<file path="src/rtl/core/bhil_pkg.sv">
// ----------------------------------------------------------------------------
// bhil_pkg
// Shared types for the Brent double-hashing insert/lookup table.
// ----------------------------------------------------------------------------
package bhil_pkg;

    localparam int unsigned SLOT_COUNT = 31;
    localparam int unsigned KEY_W      = 16;
    localparam int unsigned STATUS_W   = 2;
    localparam int unsigned OUT_W      = 5;

    typedef enum logic [0:0] {
        OP_INSERT = 1'b0,
        OP_QUERY  = 1'b1
    } opcode_t;

    typedef enum logic [STATUS_W-1:0] {
        ST_OK        = 2'd0,
        ST_FULL      = 2'd1,
        ST_NOT_FOUND = 2'd2
    } status_t;

    typedef struct packed {
        opcode_t          opcode;
        logic [KEY_W-1:0] key;
    } req_t;

    typedef struct packed {
        status_t          status;
        logic [OUT_W-1:0] slot;
        logic [OUT_W-1:0] probes;
    } rsp_t;

endpackage

</file>
<file path="src/rtl/core/bhil_hash.sv">
// ----------------------------------------------------------------------------
// bhil_hash
// Sequential home/step generator: key mod size and quotient mod size through
// one shared reciprocal multiplier, used in two passes.
// ----------------------------------------------------------------------------
module bhil_hash #(
    parameter int unsigned SLOT_COUNT = 31,
    parameter int unsigned KEY_WIDTH  = 16,
    parameter int unsigned AW         = 5
) (
    input  logic                 clk,
    input  logic                 rst_n,
    input  logic                 start,
    input  logic [KEY_WIDTH-1:0] key,
    output logic                 done,
    output logic [AW-1:0]        home,
    output logic [AW-1:0]        step
);

    localparam int unsigned     SH    = KEY_WIDTH + $clog2(SLOT_COUNT);
    localparam int unsigned     MW    = KEY_WIDTH + 2;
    localparam int unsigned     PW    = KEY_WIDTH + MW;
    localparam longint unsigned RECIP = ((64'd1 << SH) + 64'(SLOT_COUNT) - 64'd1)
                                        / 64'(SLOT_COUNT);

    typedef enum logic [1:0] {
        S_IDLE,
        S_QUO,
        S_REM,
        S_DONE
    } state_t;

    state_t               state_reg, state_next;
    logic [KEY_WIDTH-1:0] num_reg, num_next;
    logic [KEY_WIDTH-1:0] quo_reg, quo_next;
    logic [AW-1:0]        home_reg, home_next;
    logic [AW-1:0]        step_reg, step_next;
    logic                 small_reg, small_next;
    logic                 pass_reg, pass_next;
    logic [PW-1:0]        prod;
    logic [KEY_WIDTH-1:0] quo_calc;
    logic [PW-1:0]        back;
    logic [KEY_WIDTH-1:0] rem_calc;

    assign prod     = PW'(num_reg) * PW'(RECIP);
    assign quo_calc = KEY_WIDTH'(prod >> SH);
    assign back     = PW'(quo_reg) * PW'(SLOT_COUNT);
    assign rem_calc = num_reg - KEY_WIDTH'(back);

    always_comb
    begin
        state_next = state_reg;
        num_next   = num_reg;
        quo_next   = quo_reg;
        home_next  = home_reg;
        step_next  = step_reg;
        small_next = small_reg;
        pass_next  = pass_reg;
        case (state_reg)
            S_IDLE:
            begin
                if (start)
                begin
                    num_next   = key;
                    small_next = (key < KEY_WIDTH'(SLOT_COUNT));
                    pass_next  = 1'b0;
                    state_next = S_QUO;
                end
            end
            S_QUO:
            begin
                quo_next   = quo_calc;
                state_next = S_REM;
            end
            S_REM:
            begin
                if (!pass_reg)
                begin
                    home_next  = rem_calc[AW-1:0];
                    num_next   = quo_reg;
                    pass_next  = 1'b1;
                    state_next = S_QUO;
                end
                else
                begin
                    if (small_reg || rem_calc == '0)
                        step_next = AW'(1);
                    else
                        step_next = rem_calc[AW-1:0];
                    state_next = S_DONE;
                end
            end
            S_DONE:
                state_next = S_IDLE;
            default:
                state_next = S_IDLE;
        endcase
    end

    always_ff @(posedge clk or negedge rst_n)
    begin
        if (!rst_n)
        begin
            state_reg <= S_IDLE;
            num_reg   <= '0;
            quo_reg   <= '0;
            home_reg  <= '0;
            step_reg  <= '0;
            small_reg <= 1'b0;
            pass_reg  <= 1'b0;
        end
        else
        begin
            state_reg <= state_next;
            num_reg   <= num_next;
            quo_reg   <= quo_next;
            home_reg  <= home_next;
            step_reg  <= step_next;
            small_reg <= small_next;
            pass_reg  <= pass_next;
        end
    end

    assign done = (state_reg == S_DONE);
    assign home = home_reg;
    assign step = step_reg;

endmodule

</file>
<file path="src/rtl/core/brent_hash_insert_lookup.sv">
// A query probes its chain until the key matches or every slot has been probed.
// An insert walks its chain to a free slot, then rehashes each occupant checked
// and walks its free slots (up to 30 when none is free), and rehashes again for
// a move; each hash runs on one shared reciprocal multiplier. One item at a time.
// Reset clears all valid bits at once; slot keys are undefined until written.
// ----------------------------------------------------------------------------
// brent_hash_insert_lookup
// Open-addressed hash table with double hashing and Brent's relocation.
// ----------------------------------------------------------------------------
module brent_hash_insert_lookup (
    input  logic           clk,
    input  logic           rst_n,
    input  logic           in_valid,
    output logic           in_ready,
    input  bhil_pkg::req_t in_data,
    output logic           out_valid,
    input  logic           out_ready,
    output bhil_pkg::rsp_t out_data
);

    localparam int unsigned SLOT_COUNT = bhil_pkg::SLOT_COUNT;
    localparam int unsigned KEY_WIDTH  = bhil_pkg::KEY_W;
    localparam int unsigned AW         = $clog2(SLOT_COUNT);
    localparam int unsigned NW         = $clog2(SLOT_COUNT + 1);

    typedef enum logic [3:0] {
        S_IDLE,
        S_HASH_NEW,
        S_WAIT_NEW,
        S_CHAIN,
        S_CAND,
        S_HASH_OCC,
        S_WAIT_OCC,
        S_FREE,
        S_MOVE_HASH,
        S_MOVE_WAIT,
        S_MOVE,
        S_WRITE,
        S_QUERY,
        S_OUT
    } state_t;

    state_t                state_reg, state_next;
    logic [SLOT_COUNT-1:0] vld_reg, vld_next;
    logic [KEY_WIDTH-1:0]  mem [SLOT_COUNT];
    logic [KEY_WIDTH-1:0]  rd_reg;
    logic                  op_reg, op_next;
    logic [KEY_WIDTH-1:0]  key_reg, key_next;
    logic [AW-1:0]         home_reg, home_next;
    logic [AW-1:0]         c_reg, c_next;
    logic [AW-1:0]         a_reg, a_next;
    logic [NW-1:0]         s_reg, s_next;
    logic [NW-1:0]         j_reg, j_next;
    logic [AW-1:0]         p_reg, p_next;
    logic [NW:0]           best_reg, best_next;
    logic [NW-1:0]         bi_reg, bi_next;
    logic [AW-1:0]         bp_reg, bp_next;
    logic                  mv_reg, mv_next;
    logic [AW-1:0]         q_reg, q_next;
    logic [AW-1:0]         f_reg, f_next;
    logic [NW-1:0]         n_reg, n_next;
    logic [KEY_WIDTH-1:0]  old_reg, old_next;
    bhil_pkg::rsp_t        rsp_reg, rsp_next;

    logic                  we;
    logic [AW-1:0]         waddr;
    logic [KEY_WIDTH-1:0]  wdata;
    logic [AW-1:0]         raddr;
    logic                  hstart;
    logic [KEY_WIDTH-1:0]  hkey;
    logic                  hdone;
    logic [AW-1:0]         hhome, hstep;
    logic [AW-1:0]         adv_base, adv_step, adv;
    logic [AW:0]           adv_sum;

    bhil_hash #(
        .SLOT_COUNT (SLOT_COUNT),
        .KEY_WIDTH  (KEY_WIDTH),
        .AW         (AW)
    ) u_hash (
        .clk   (clk),
        .rst_n (rst_n),
        .start (hstart),
        .key   (hkey),
        .done  (hdone),
        .home  (hhome),
        .step  (hstep)
    );

    always_comb
    begin
        case (state_reg)
            S_FREE, S_MOVE:
            begin
                adv_base = (state_reg == S_FREE) ? f_reg : bp_reg;
                adv_step = q_reg;
            end
            S_CAND:
            begin
                adv_base = p_reg;
                adv_step = c_reg;
            end
            default:
            begin
                adv_base = a_reg;
                adv_step = c_reg;
            end
        endcase
        adv_sum = {1'b0, adv_base} + {1'b0, adv_step};
        if (adv_sum >= (AW+1)'(SLOT_COUNT))
            adv_sum = adv_sum - (AW+1)'(SLOT_COUNT);
        adv = adv_sum[AW-1:0];
    end

    always_comb
    begin
        state_next = state_reg;
        vld_next   = vld_reg;
        op_next    = op_reg;
        key_next   = key_reg;
        home_next  = home_reg;
        c_next     = c_reg;
        a_next     = a_reg;
        s_next     = s_reg;
        j_next     = j_reg;
        p_next     = p_reg;
        best_next  = best_reg;
        bi_next    = bi_reg;
        bp_next    = bp_reg;
        mv_next    = mv_reg;
        q_next     = q_reg;
        f_next     = f_reg;
        n_next     = n_reg;
        old_next   = old_reg;
        rsp_next   = rsp_reg;
        we         = 1'b0;
        waddr      = a_reg;
        wdata      = key_reg;
        hstart     = 1'b0;
        hkey       = key_reg;
        case (state_reg)
            S_IDLE:
            begin
                if (in_valid)
                begin
                    op_next    = in_data.opcode;
                    key_next   = KEY_WIDTH'(in_data.key);
                    state_next = S_HASH_NEW;
                end
            end
            S_HASH_NEW:
            begin
                hstart     = 1'b1;
                state_next = S_WAIT_NEW;
            end
            S_WAIT_NEW:
            begin
                if (hdone)
                begin
                    home_next = hhome;
                    c_next    = hstep;
                    a_next    = hhome;
                    s_next    = NW'(1);
                    n_next    = NW'(1);
                    if (op_reg == bhil_pkg::OP_QUERY)
                        state_next = S_QUERY;
                    else if (&vld_reg)
                    begin
                        rsp_next   = '{bhil_pkg::ST_FULL, '0, '0};
                        state_next = S_OUT;
                    end
                    else
                        state_next = S_CHAIN;
                end
            end
            S_QUERY:
            begin
                if (vld_reg[a_reg] && rd_reg == key_reg)
                begin
                    rsp_next   = '{bhil_pkg::ST_OK, bhil_pkg::OUT_W'(a_reg),
                                   bhil_pkg::OUT_W'(n_reg)};
                    state_next = S_OUT;
                end
                else if (n_reg == NW'(SLOT_COUNT))
                begin
                    rsp_next   = '{bhil_pkg::ST_NOT_FOUND, '0, '0};
                    state_next = S_OUT;
                end
                else
                begin
                    a_next = adv;
                    n_next = n_reg + 1'b1;
                end
            end
            S_CHAIN:
            begin
                if (!vld_reg[a_reg])
                begin
                    best_next  = {1'b0, s_reg};
                    mv_next    = 1'b0;
                    j_next     = NW'(1);
                    p_next     = home_reg;
                    state_next = S_CAND;
                end
                else if (s_reg == NW'(SLOT_COUNT))
                begin
                    rsp_next   = '{bhil_pkg::ST_FULL, '0, '0};
                    state_next = S_OUT;
                end
                else
                begin
                    a_next = adv;
                    s_next = s_reg + 1'b1;
                end
            end
            S_CAND:
            begin
                if (j_reg >= s_reg)
                    state_next = mv_reg ? S_MOVE_HASH : S_WRITE;
                else
                begin
                    old_next   = rd_reg;
                    state_next = S_HASH_OCC;
                end
            end
            S_HASH_OCC:
            begin
                hstart     = 1'b1;
                hkey       = old_reg;
                state_next = S_WAIT_OCC;
            end
            S_WAIT_OCC:
            begin
                if (hdone)
                begin
                    q_next     = hstep;
                    f_next     = p_reg;
                    n_next     = '0;
                    state_next = S_FREE;
                end
            end
            S_FREE:
            begin
                if (n_reg != '0 && !vld_reg[f_reg])
                begin
                    if (({1'b0, n_reg} + {1'b0, j_reg}) < best_reg)
                    begin
                        best_next = {1'b0, n_reg} + {1'b0, j_reg};
                        bi_next   = n_reg;
                        bp_next   = p_reg;
                        mv_next   = 1'b1;
                    end
                    state_next = S_CAND;
                end
                else if (n_reg == NW'(SLOT_COUNT - 1))
                    state_next = S_CAND;
                else
                begin
                    f_next = adv;
                    n_next = n_reg + 1'b1;
                end
                if (state_next == S_CAND)
                begin
                    j_next = j_reg + 1'b1;
                    p_next = (({1'b0, p_reg} + {1'b0, c_reg}) >= (AW+1)'(SLOT_COUNT))
                             ? AW'({1'b0, p_reg} + {1'b0, c_reg} - (AW+1)'(SLOT_COUNT))
                             : AW'({1'b0, p_reg} + {1'b0, c_reg});
                end
            end
            S_MOVE_HASH:
            begin
                old_next   = rd_reg;
                state_next = S_MOVE_WAIT;
                hstart     = 1'b0;
            end
            S_MOVE_WAIT:
            begin
                hstart     = 1'b1;
                hkey       = old_reg;
                state_next = S_MOVE;
                n_next     = '0;
                f_next     = bp_reg;
            end
            S_MOVE:
            begin
                if (hdone)
                begin
                    q_next = hstep;
                    n_next = NW'(1);
                end
                else if (n_reg != '0)
                begin
                    if (n_reg > bi_reg)
                    begin
                        we         = 1'b1;
                        waddr      = f_reg;
                        wdata      = old_reg;
                        vld_next[f_reg] = 1'b1;
                        a_next     = bp_reg;
                        state_next = S_WRITE;
                    end
                    else
                    begin
                        f_next = (({1'b0, f_reg} + {1'b0, q_reg}) >= (AW+1)'(SLOT_COUNT))
                                 ? AW'({1'b0, f_reg} + {1'b0, q_reg} - (AW+1)'(SLOT_COUNT))
                                 : AW'({1'b0, f_reg} + {1'b0, q_reg});
                        n_next = n_reg + 1'b1;
                    end
                end
            end
            S_WRITE:
            begin
                if (mv_reg && state_reg == S_WRITE && a_reg != bp_reg)
                    a_next = bp_reg;
                we              = 1'b1;
                waddr           = mv_reg ? bp_reg : a_reg;
                wdata           = key_reg;
                vld_next[waddr] = 1'b1;
                rsp_next        = '{bhil_pkg::ST_OK, bhil_pkg::OUT_W'(waddr), '0};
                state_next      = S_OUT;
            end
            S_OUT:
            begin
                if (out_ready)
                    state_next = S_IDLE;
            end
            default:
                state_next = S_IDLE;
        endcase
    end

    always_comb
    begin
        case (state_next)
            S_CAND:
                raddr = p_next;
            S_MOVE_HASH:
                raddr = bp_next;
            default:
                raddr = a_next;
        endcase
    end

    always_ff @(posedge clk or negedge rst_n)
    begin
        if (!rst_n)
        begin
            state_reg <= S_IDLE;
            vld_reg   <= '0;
            op_reg    <= 1'b0;
            key_reg   <= '0;
            home_reg  <= '0;
            c_reg     <= '0;
            a_reg     <= '0;
            s_reg     <= '0;
            j_reg     <= '0;
            p_reg     <= '0;
            best_reg  <= '0;
            bi_reg    <= '0;
            bp_reg    <= '0;
            mv_reg    <= 1'b0;
            q_reg     <= '0;
            f_reg     <= '0;
            n_reg     <= '0;
            old_reg   <= '0;
            rsp_reg   <= '0;
        end
        else
        begin
            state_reg <= state_next;
            vld_reg   <= vld_next;
            op_reg    <= op_next;
            key_reg   <= key_next;
            home_reg  <= home_next;
            c_reg     <= c_next;
            a_reg     <= a_next;
            s_reg     <= s_next;
            j_reg     <= j_next;
            p_reg     <= p_next;
            best_reg  <= best_next;
            bi_reg    <= bi_next;
            bp_reg    <= bp_next;
            mv_reg    <= mv_next;
            q_reg     <= q_next;
            f_reg     <= f_next;
            n_reg     <= n_next;
            old_reg   <= old_next;
            rsp_reg   <= rsp_next;
        end
    end

    always_ff @(posedge clk)
    begin
        rd_reg <= mem[raddr];
        if (we)
            mem[waddr] <= wdata;
    end

    assign in_ready  = (state_reg == S_IDLE);
    assign out_valid = (state_reg == S_OUT);
    assign out_data  = rsp_reg;

endmodule

</file>
<file path="config.mk">
export PLATFORM = sky130hd
export DESIGN_NAME = brent_hash_insert_lookup
export DESIGN_NICKNAME = d
export VERILOG_FILES = /design/src/rtl/core/bhil_pkg.sv /design/src/rtl/core/bhil_hash.sv /design/src/rtl/core/brent_hash_insert_lookup.sv
export SDC_FILE = /design/constraint.sdc
export NUM_CORES = 1
export LEC_CHECK = 0
export BUFFER_PORTS_ARGS = -buffer_cell sky130_fd_sc_hd__buf_2
export CELL_PAD_IN_SITES_DETAIL_PLACEMENT = 1
export CELL_PAD_IN_SITES_GLOBAL_PLACEMENT = 1
export CORE_MARGIN = 8
export CORE_UTILIZATION = 47
export CTS_BUF_LIST = sky130_fd_sc_hd__clkbuf_16
export DETAILED_ROUTE_END_ITERATION = 7
export GPL_TIMING_DRIVEN = 0
export PLACE_DENSITY_LB_ADDON = 0.1
export SYNTH_ARGS = -nofsm -noshare
export SYNTH_HDL_FRONTEND = slang
export SYNTH_SLANG_ARGS = --single-unit
</file>
<file path="constraint.sdc">
create_clock -name clk -period 5.55 [get_ports clk]
set_input_delay 0.555 -clock clk [delete_from_list [all_inputs] [get_ports clk]]
set_output_delay 0.555 -clock clk [all_outputs]
set_load 0.005 [all_outputs]
</file>
==> flow_summary.html, run 1 <==
<table>
<tr><th>Metric</th><th>Value</th></tr>
<tr><th colspan="2">Clock network</th></tr>
<tr><td>Root buffer selected by CTS</td><td>sky130_fd_sc_hd__clkbuf_16</td></tr>
<tr><td>Total clock buffers created by CTS</td><td>78</td></tr>
<tr><td>Clock sink total</td><td>696</td></tr>
<tr><td>Clock latency reported for the late side of the worst-skew pair</td><td>0.65 ns</td></tr>
<tr><td>CTS tree</td><td>yes</td></tr>
<tr><td>Longest Clk Path Bufs</td><td>3</td></tr>
<tr><td>CTS HTree Levels</td><td>3</td></tr>
<tr><td>Clock slew at the register clock pins of the worst setup and hold paths</td><td>0.06 ns</td></tr>
<tr><th colspan="2">Synthesis</th></tr>
<tr><td>Top_reg_cell synth</td><td>sky130_fd_sc_hd__edfxtp_1</td></tr>
<tr><td>Yosys warns</td><td>0</td></tr>
<tr><td>Average cell area after synthesis</td><td>11.8 um^2</td></tr>
<tr><td>Flip-flop and latch count after synthesis</td><td>696</td></tr>
<tr><td>Post-synthesis instance area</td><td>35700 um^2</td></tr>
<tr><td>Async set-or-reset flop fraction in the synthesized netlist</td><td>0.264</td></tr>
<tr><td>Number of unique standard cell types used by synthesis</td><td>86</td></tr>
<tr><td>Mapped Nets</td><td>3307</td></tr>
<tr><td>Count of flip-flops with a built-in enable after synthesis</td><td>496</td></tr>
<tr><td>Post-Synthesis Cells</td><td>3034</td></tr>
<tr><td>Share of synthesized area occupied by flip-flops and latches</td><td>0.555</td></tr>
<tr><th colspan="2">Timing</th></tr>
<tr><td>RSZ-0062 raised after global routing</td><td>yes</td></tr>
<tr><td>Measured slew at the worst slew-check pin</td><td>1.21 ns</td></tr>
<tr><td>Final critical path time including I/O delays and setup</td><td>5.98 ns</td></tr>
<tr><td>Final number of max-transition violations</td><td>0</td></tr>
<tr><td>FMAX</td><td>0.167 GHz</td></tr>
<tr><td>Final period util</td><td>1.08</td></tr>
<tr><td>Smallest setup slack after layout</td><td>-0.426 ns</td></tr>
<tr><td>Final setup vio count</td><td>16</td></tr>
<tr><td>Post-Route Hold Slack</td><td>0.168 ns</td></tr>
<tr><td>Worst clock skew on the final layout</td><td>0.0451 ns</td></tr>
<tr><td>Worst relative slew slack</td><td>0.184</td></tr>
<tr><td>Count of endpoints failing hold in the final timing report</td><td>0</td></tr>
<tr><th colspan="2">Placement</th></tr>
<tr><td>Sum of net half-perimeters after detailed placement</td><td>82.2 mm</td></tr>
<tr><td>Global placement routability congestion</td><td>0.900</td></tr>
<tr><td>Cell count after placement</td><td>4076</td></tr>
<tr><td>Cell area after placement</td><td>37700 um^2</td></tr>
<tr><td>Count of port buffers added during placement</td><td>34</td></tr>
<tr><th colspan="2">Layout</th></tr>
<tr><td>Summed area of non-filler cells in the final layout</td><td>43100 um^2</td></tr>
<tr><td>Layout cell share with drive strength beyond 1</td><td>0.210</td></tr>
<tr><td>Count of nets after finishing</td><td>3535</td></tr>
<tr><td>Diode count</td><td>0</td></tr>
<tr><td>Filler Cells Inserted</td><td>7573</td></tr>
<tr><td>Area Growth Syn to Fin</td><td>20.7%</td></tr>
<tr><td>Flip-flop count of the largest register, all copies and words added</td><td>496</td></tr>
<tr><td>Post-route insts no fill</td><td>4302</td></tr>
<tr><th colspan="2">Floorplanning</th></tr>
<tr><td>Core area</td><td>75600 um^2</td></tr>
<tr><td># IOs</td><td>35</td></tr>
<tr><td>Die extent in x</td><td>292 um</td></tr>
<tr><td>Vert. Die Dim</td><td>292 um</td></tr>
<tr><td>Die Outline Area</td><td>85100 um^2</td></tr>
<tr><td>Initial Utilization</td><td>0.473</td></tr>
<tr><td>Placement Rows</td><td>101</td></tr>
<tr><th colspan="2">Routing</th></tr>
<tr><td>First-pass iteration count of the detailed router</td><td>7</td></tr>
<tr><td>Met1 wire length</td><td>48.0 mm</td></tr>
<tr><td>Vias per cell</td><td>6.07</td></tr>
<tr><td>Final routed wirelength across all metal layers</td><td>118 mm</td></tr>
<tr><td>Routed length per placed instance</td><td>27.5 um</td></tr>
<tr><td>Number of remaining DRC errors</td><td>0</td></tr>
<tr><td>Met2 Wirelength</td><td>59.2 mm</td></tr>
<tr><td>Vias</td><td>26130</td></tr>
<tr><td>Iteration-0 DRC Markers</td><td>1964</td></tr>
<tr><td>Detailed route wirelength on metal3</td><td>6.00 mm</td></tr>
<tr><td>Top layer in use</td><td>met5</td></tr>
<tr><td>Post-route antenna net violation count</td><td>0</td></tr>
<tr><th colspan="2">Setup path</th></tr>
<tr><td>Kind of critical path</td><td>flop to flop</td></tr>
<tr><td>Endpoint kind of the worst setup timing path</td><td>flop</td></tr>
<tr><td>Type of origin of the critical path</td><td>flop</td></tr>
<tr><td>Critical-path maximum fanout</td><td>10</td></tr>
<tr><td>Register-to-register setup slack</td><td>-0.43 ns</td></tr>
<tr><td>Crit path required time</td><td>5.96 ns</td></tr>
<tr><td>Critical path arrival</td><td>6.38 ns</td></tr>
<tr><th colspan="2">GRT</th></tr>
<tr><td>Maximum number of pins on one net before global-route repair</td><td>111</td></tr>
<tr><td>Global-route wire length before repair</td><td>177 mm</td></tr>
<tr><td>Residual overflow from global routing</td><td>0</td></tr>
<tr><td>Antenna violations before repair</td><td>5</td></tr>
<tr><td>Vias in the first global route</td><td>28053</td></tr>
<tr><td>Combined global-route utilization of all metal layers</td><td>0.271</td></tr>
<tr><th colspan="2">Run status</th></tr>
<tr><td>Failing checks</td><td>setup timing</td></tr>
<tr><td>Result of the run</td><td>finished with violations</td></tr>
<tr><th colspan="2">Hold path</th></tr>
<tr><td>Class of the most critical hold timing path</td><td>input port to flop</td></tr>
<tr><th colspan="2">Flow run</th></tr>
<tr><td>Max cap viols</td><td>0</td></tr>
</table>
==> placed cells by master, fill, tap and decap left out, types with 30 or more instances in the layout <==
master,Yosys,routed
sky130_fd_sc_hd__nor2_1,148,110
sky130_fd_sc_hd__fa_1,66,65
sky130_fd_sc_hd__mux2_2,76,73
sky130_fd_sc_hd__nor2_2,0,32
sky130_fd_sc_hd__xnor2_1,32,30
sky130_fd_sc_hd__or2_2,31,31
sky130_fd_sc_hd__inv_1,160,176
sky130_fd_sc_hd__buf_4,3,82
sky130_fd_sc_hd__clkbuf_1,92,33
sky130_fd_sc_hd__xor2_1,34,33
sky130_fd_sc_hd__a21o_1,31,31
sky130_fd_sc_hd__a21oi_1,130,119
sky130_fd_sc_hd__clkbuf_16,0,87
sky130_fd_sc_hd__mux2i_1,160,156
sky130_fd_sc_hd__ha_1,186,182
sky130_fd_sc_hd__buf_8,0,39
sky130_fd_sc_hd__dfrtp_1,184,173
sky130_fd_sc_hd__edfxtp_1,496,496
sky130_fd_sc_hd__buf_2,30,47
sky130_fd_sc_hd__nand3_1,140,126
sky130_fd_sc_hd__nand4_1,35,35
sky130_fd_sc_hd__o21ai_0,118,108
sky130_fd_sc_hd__nand2_1,420,417
==> final cells by class <==
class	instances	area, um^2	area share
flip-flops and latches	696	19800	0.460
multi-input cells	2037	16300	0.378
clock buffers	78	1950	0.0453
repair buffers	153	1480	0.0343
well taps	978	1220	0.0284
plain buffers	136	1170	0.0271
inverters	160	603	0.0140
clock inverters	64	564	0.0131
==> critical path, stage by stage, from the launching register on <==
cell                        delay, ns
sky130_fd_sc_hd__dfrtp_1         0.41
sky130_fd_sc_hd__clkbuf_4        0.20
sky130_fd_sc_hd__nand2b_4        0.18
sky130_fd_sc_hd__nor3_4          0.27
sky130_fd_sc_hd__nor2_4          0.10
sky130_fd_sc_hd__a22oi_2         0.21
sky130_fd_sc_hd__o21ai_2         0.10
sky130_fd_sc_hd__ha_4            0.18
sky130_fd_sc_hd__fa_2            0.50
sky130_fd_sc_hd__ha_4            0.30
sky130_fd_sc_hd__o21ai_2         0.05
sky130_fd_sc_hd__or4_4           0.52
sky130_fd_sc_hd__o211a_4         0.19
sky130_fd_sc_hd__or4_4           0.51
sky130_fd_sc_hd__o211ai_1        0.18
sky130_fd_sc_hd__o22a_2          0.25
sky130_fd_sc_hd__a21oi_4         0.12
sky130_fd_sc_hd__buf_8           0.21
sky130_fd_sc_hd__clkbuf_16       0.16
sky130_fd_sc_hd__a221oi_4        0.31
sky130_fd_sc_hd__a31oi_4         0.08
sky130_fd_sc_hd__a32oi_4         0.38
sky130_fd_sc_hd__nand4_1         0.31
==> Yosys cell counts, types with 12 or more instances <==
library cell               instances  area [um^2]
sky130_fd_sc_hd__a21o_1           31          233
sky130_fd_sc_hd__xnor2_1          32          280
sky130_fd_sc_hd__buf_1            12         45.0
sky130_fd_sc_hd__a211oi_1         31          233
sky130_fd_sc_hd__nor2b_1          18          113
sky130_fd_sc_hd__mux2_2           76          856
sky130_fd_sc_hd__nand2_1         420         1580
sky130_fd_sc_hd__fa_1             66         1320
sky130_fd_sc_hd__o21ai_0         118          591
sky130_fd_sc_hd__nand3_1         140          701
sky130_fd_sc_hd__nand2b_1         18          113
sky130_fd_sc_hd__mux2i_1         160         1600
sky130_fd_sc_hd__a31oi_1          35          219
sky130_fd_sc_hd__nor2_1          148          556
sky130_fd_sc_hd__and3_1           30          188
sky130_fd_sc_hd__buf_2            30          150
sky130_fd_sc_hd__edfxtp_1        496        14900
sky130_fd_sc_hd__a21oi_1         130          651
sky130_fd_sc_hd__dfxtp_1          16          320
sky130_fd_sc_hd__or2_2            31          194
sky130_fd_sc_hd__dfrtp_1         184         4600
sky130_fd_sc_hd__o21a_1           13         97.6
sky130_fd_sc_hd__clkbuf_1         92          345
sky130_fd_sc_hd__ha_1            186         2330
sky130_fd_sc_hd__nor4_1           12         75.1
sky130_fd_sc_hd__a22oi_1          15          113
sky130_fd_sc_hd__nor3_1           23          115
sky130_fd_sc_hd__xor2_1           34          298
sky130_fd_sc_hd__a221oi_1         28          245
sky130_fd_sc_hd__a32oi_1          43          377
sky130_fd_sc_hd__inv_1           160          601
sky130_fd_sc_hd__nand4_1          35          219
==> final timing paths <==
path	startpoint	end	depth (start not counted)
max	state_reg[3]	rd_reg[10]	22
min	in_data[9]	key_reg[9]	2
max reg2reg	state_reg[3]	rd_reg[10]	22
min reg2reg	u_hash.home[1]	u_hash.home[1]	2
max in group asynchronous	rst_n	u_hash.quo_reg[0]	3
min in group asynchronous	rst_n	out_data[3]	2
==> per-layer routing <==
metal | vias up | global-route usage
li1 | 11589 | -
met1 | 13468 | 0.343
met2 | 825 | 0.471
met3 | 246 | 0.0312
met4 | 2 | 0.113
met5 | - | 0
==> timing repair <==
| action | CTS | global route |
|---|---|---|
| buffers inserted | 49 | 35 |
| gates cloned | 3 | 1 |
| hold buffers | 1 | 0 |
| hold endpoints to repair | 74 | 0 |
| gates resized for setup | 367 | 104 |
| pin swaps | 72 | 78 |
| endpoints found under the setup margin | 23 | 24 |
==> per-stage QoR <==
stage	setup TNS (ns)	worst slack, ns	util
2_1_floorplan	0	0.0349	-
3_3_place_gp	-39.90	-2.69	0.492
3_5_place_dp	-41.48	-2.87	0.499
4_1_cts	-3.00	-0.263	0.560
5_1_grt	-6.76	-0.508	0.571
6_report	-4.97	-0.426	0.571
==> cell families after synthesis <==
| group | count (synthesis) | share of synthesized area |
|---|---|---|
| XOR/XNOR | 66 | 0.0162 |
| adder cells (fa/ha/maj) | 252 | 0.102 |
| AO/OA/AOI/OAI | 553 | 0.104 |
| multiplexers | 238 | 0.0700 |
| flip-flops | 696 | 0.555 |
| AND/OR/NAND/NOR | 928 | 0.119 |
| buffers and inverters | 301 | 0.0338 |
Power of run 1 is left out: the tool's default activity adds up to more than one toggle a clock period on the data nets, which glitch-free logic cannot reach.
==> run 2: changes to the inputs <==
SETUP_SLACK_MARGIN = 0.1   (was default)
==> flow_summary.html, run 2 (synthesis gave the netlist of run 1 again) <==
<table>
<tr><th>Metric</th><th>Value</th></tr>
<tr><th colspan="2">Run status</th></tr>
<tr><td>Result of the run</td><td>finished with violations</td></tr>
<tr><td>Failing checks</td><td>setup timing</td></tr>
<tr><th colspan="2">GRT</th></tr>
<tr><td>Maximum number of pins on one net before global-route repair</td><td>109</td></tr>
<tr><td>Antenna violations before repair</td><td>4</td></tr>
<tr><td>Global-route wire length before repair</td><td>172 mm</td></tr>
<tr><td>Vias in the first global route</td><td>27479</td></tr>
<tr><td>Residual overflow from global routing</td><td>0</td></tr>
<tr><td>Combined global-route utilization of all metal layers</td><td>0.264</td></tr>
<tr><th colspan="2">Clock network</th></tr>
<tr><td>Clock slew at the register clock pins of the worst setup and hold paths</td><td>0.06 ns</td></tr>
<tr><td>CTS tree</td><td>yes</td></tr>
<tr><td>CTS HTree Levels</td><td>3</td></tr>
<tr><td>Total clock buffers created by CTS</td><td>78</td></tr>
<tr><td>Clock latency reported for the late side of the worst-skew pair</td><td>0.64 ns</td></tr>
<tr><td>Longest Clk Path Bufs</td><td>3</td></tr>
<tr><td>Clock sink total</td><td>696</td></tr>
<tr><td>Root buffer selected by CTS</td><td>sky130_fd_sc_hd__clkbuf_16</td></tr>
<tr><th colspan="2">Layout</th></tr>
<tr><td>Count of nets after finishing</td><td>3551</td></tr>
<tr><td>Filler Cells Inserted</td><td>7564</td></tr>
<tr><td>Sequential cell area in the final layout</td><td>19800 um^2</td></tr>
<tr><td>Leading cell type in the layout, fill and taps excluded</td><td>sky130_fd_sc_hd__edfxtp_1</td></tr>
<tr><td>Diode count</td><td>0</td></tr>
<tr><td>Highest-count cells in the layout ignoring fill and taps</td><td>sky130_fd_sc_hd__edfxtp_1 (496), sky130_fd_sc_hd__nand2_1 (414), sky130_fd_sc_hd__ha_1 (179)</td></tr>
<tr><td>Summed area of non-filler cells in the final layout</td><td>43600 um^2</td></tr>
<tr><td>Multi-input logic area</td><td>16500 um^2</td></tr>
<tr><td>Layout cell share with drive strength beyond 1</td><td>0.220</td></tr>
<tr><td>Area Growth Syn to Fin</td><td>21.9%</td></tr>
<tr><td>Flip-flop count of the largest register, all copies and words added</td><td>496</td></tr>
<tr><th colspan="2">Timing</th></tr>
<tr><td>Final number of max-transition violations</td><td>0</td></tr>
<tr><td>Post-Route Hold Slack</td><td>0.0242 ns</td></tr>
<tr><td>Final period util</td><td>1.07</td></tr>
<tr><td>Worst clock skew on the final layout</td><td>0.0428 ns</td></tr>
<tr><td>Final critical path time including I/O delays and setup</td><td>5.97 ns</td></tr>
<tr><td>Count of endpoints failing hold in the final timing report</td><td>0</td></tr>
<tr><td>Measured slew at the worst slew-check pin</td><td>1.26 ns</td></tr>
<tr><td>Worst relative slew slack</td><td>0.156</td></tr>
<tr><td>Smallest setup slack after layout</td><td>-0.415 ns</td></tr>
<tr><td>Final setup vio count</td><td>16</td></tr>
<tr><td>FMAX</td><td>0.168 GHz</td></tr>
<tr><td>RSZ-0062 raised after global routing</td><td>yes</td></tr>
<tr><th colspan="2">Floorplanning</th></tr>
<tr><td>Die extent in x</td><td>292 um</td></tr>
<tr><td>Initial Utilization</td><td>0.473</td></tr>
<tr><td># IOs</td><td>35</td></tr>
<tr><td>Core area</td><td>75600 um^2</td></tr>
<tr><td>Die Outline Area</td><td>85100 um^2</td></tr>
<tr><td>Placement Rows</td><td>101</td></tr>
<tr><td>Vert. Die Dim</td><td>292 um</td></tr>
<tr><th colspan="2">Setup path</th></tr>
<tr><td>Most common cell type on the critical path</td><td>sky130_fd_sc_hd__buf_8</td></tr>
<tr><td>Critical path arrival</td><td>6.39 ns</td></tr>
<tr><td>Type of origin of the critical path</td><td>flop</td></tr>
<tr><td>Crit-path max cell delay</td><td>0.59 ns</td></tr>
<tr><td>Register-to-register setup slack</td><td>-0.42 ns</td></tr>
<tr><td>Kind of critical path</td><td>flop to flop</td></tr>
<tr><td>Buffers plus inverters on the worst setup path</td><td>6</td></tr>
<tr><td>Critical-path maximum fanout</td><td>5</td></tr>
<tr><td>Endpoint kind of the worst setup timing path</td><td>flop</td></tr>
<tr><td>Crit path required time</td><td>5.98 ns</td></tr>
<tr><td>Cell type group with the largest total delay on the critical path</td><td>simple AND/OR/NAND/NOR gates</td></tr>
<tr><td>Worst-path cell chain</td><td>clkbuf_8 &gt; clkbuf_16 &gt; nand2b_4 &gt; nor2_4 &gt; buf_8 &gt; nor2_4 &gt; buf_6 &gt; mux2_4 &gt; fa_1 &gt; ha_2 &gt; o211ai_1 &gt; or4_4 &gt; o211a_4 &gt; or4_4 &gt; o211ai_1 &gt; o22a_2 &gt; a21oi_4 &gt; buf_8 &gt; buf_8 &gt; a221oi_4 &gt; a31oi_4 &gt; a32oi_4 &gt; nand4_1</td></tr>
<tr><td>CP max-delay cell</td><td>sky130_fd_sc_hd__fa_1</td></tr>
<tr><th colspan="2">Routing</th></tr>
<tr><td>Vias per cell</td><td>6.00</td></tr>
<tr><td>Vias</td><td>25900</td></tr>
<tr><td>Post-route antenna net violation count</td><td>0</td></tr>
<tr><td>Final routed wirelength across all metal layers</td><td>117 mm</td></tr>
<tr><td>Number of remaining DRC errors</td><td>0</td></tr>
<tr><td>Iteration-0 DRC Markers</td><td>1942</td></tr>
<tr><td>Routed length per placed instance</td><td>27.2 um</td></tr>
<tr><td>First-pass iteration count of the detailed router</td><td>5</td></tr>
<tr><th colspan="2">Placement</th></tr>
<tr><td>Sum of net half-perimeters after detailed placement</td><td>81.3 mm</td></tr>
<tr><td>Count of port buffers added during placement</td><td>34</td></tr>
<tr><td>Cell area after placement</td><td>37700 um^2</td></tr>
<tr><td>Global placement routability congestion</td><td>0.923</td></tr>
<tr><th colspan="2">Flow run</th></tr>
<tr><td>Max cap viols</td><td>0</td></tr>
<tr><th colspan="2">Hold path</th></tr>
<tr><td>Class of the most critical hold timing path</td><td>input port to asynchronous set/reset pin</td></tr>
</table>
-- run 2: cell types whose count changed in the layout (fill, tap and decap cells not counted), sizes merged --
cell and delta:
buf +29, clkbuf -11, clkinv -4, bufinv +1, clkinvlp -1, dlygate4sd3 -1
inv +1
-- run 2: per-stage QoR --
stage / worst slack [ns] / utilization / TNS (ns) / cells
floorplan: 0.120 / - / 0 / 3034
global placement: -2.67 / 0.492 / -37.50 / 4046
detailed placement: -2.82 / 0.499 / -40.54 / 4076
CTS: -0.332 / 0.558 / -4.60 / 4267
global route: -0.531 / 0.576 / -7.48 / 4316
finish: -0.415 / 0.576 / -4.88 / 4316
-- run 2: path summary, 6_finish.rpt --
check                              from                 to  cells past startpoint
setup / recovery           state_reg[2]          rd_reg[6]                     23
hold / removal                    rst_n        vld_reg[12]                      1
setup reg to reg           state_reg[2]          rd_reg[6]                     23
hold reg to reg             home_reg[2]        home_reg[2]                      2
max in group asynchronous         rst_n  u_hash.quo_reg[3]                      2
min in group clk             in_data[6]         key_reg[6]                      2
-- run 2: final cells by class --
class	count	area share
plain buffers	138	0.0278
clock buffers	79	0.0454
clock inverters	61	0.0133
inverters	160	0.0139
multi-input cells	2037	0.378
flip-flops and latches	696	0.455
well taps	978	0.0281
repair buffers	167	0.0383
-- run 2: metal layers --
metal | global-route usage | up-vias | routed length, um
li1 | - | 11593 | -
met1 | 0.331 | 13359 | 47200
met2 | 0.460 | 725 | 59100
met3 | 0.0333 | 223 | 5720
met4 | 0.108 | 0 | 5300
met5 | 0 | - | 0
-- run 2: repair_timing --
| item | CTS | global route |
|---|---|---|
| hold buffers | 0 | 0 |
| resized for setup | 325 | 224 |
| pin swaps | 74 | 82 |
| gates cloned | 3 | 6 |
| setup buffers | 50 | 43 |
| endpoints found under the setup margin | 24 | 24 |
-- run 2: worst register-to-register path: cells and delay by family, from the launching register on --
kind	cells	cell delay (ns)
compound gates	8	1.67
fa+ha+maj	2	0.79
buf+inv	6	0.94
flops	1	0.41
mux	1	0.32
simple gates	6	1.66
Power of run 2 is left out for the same reason.
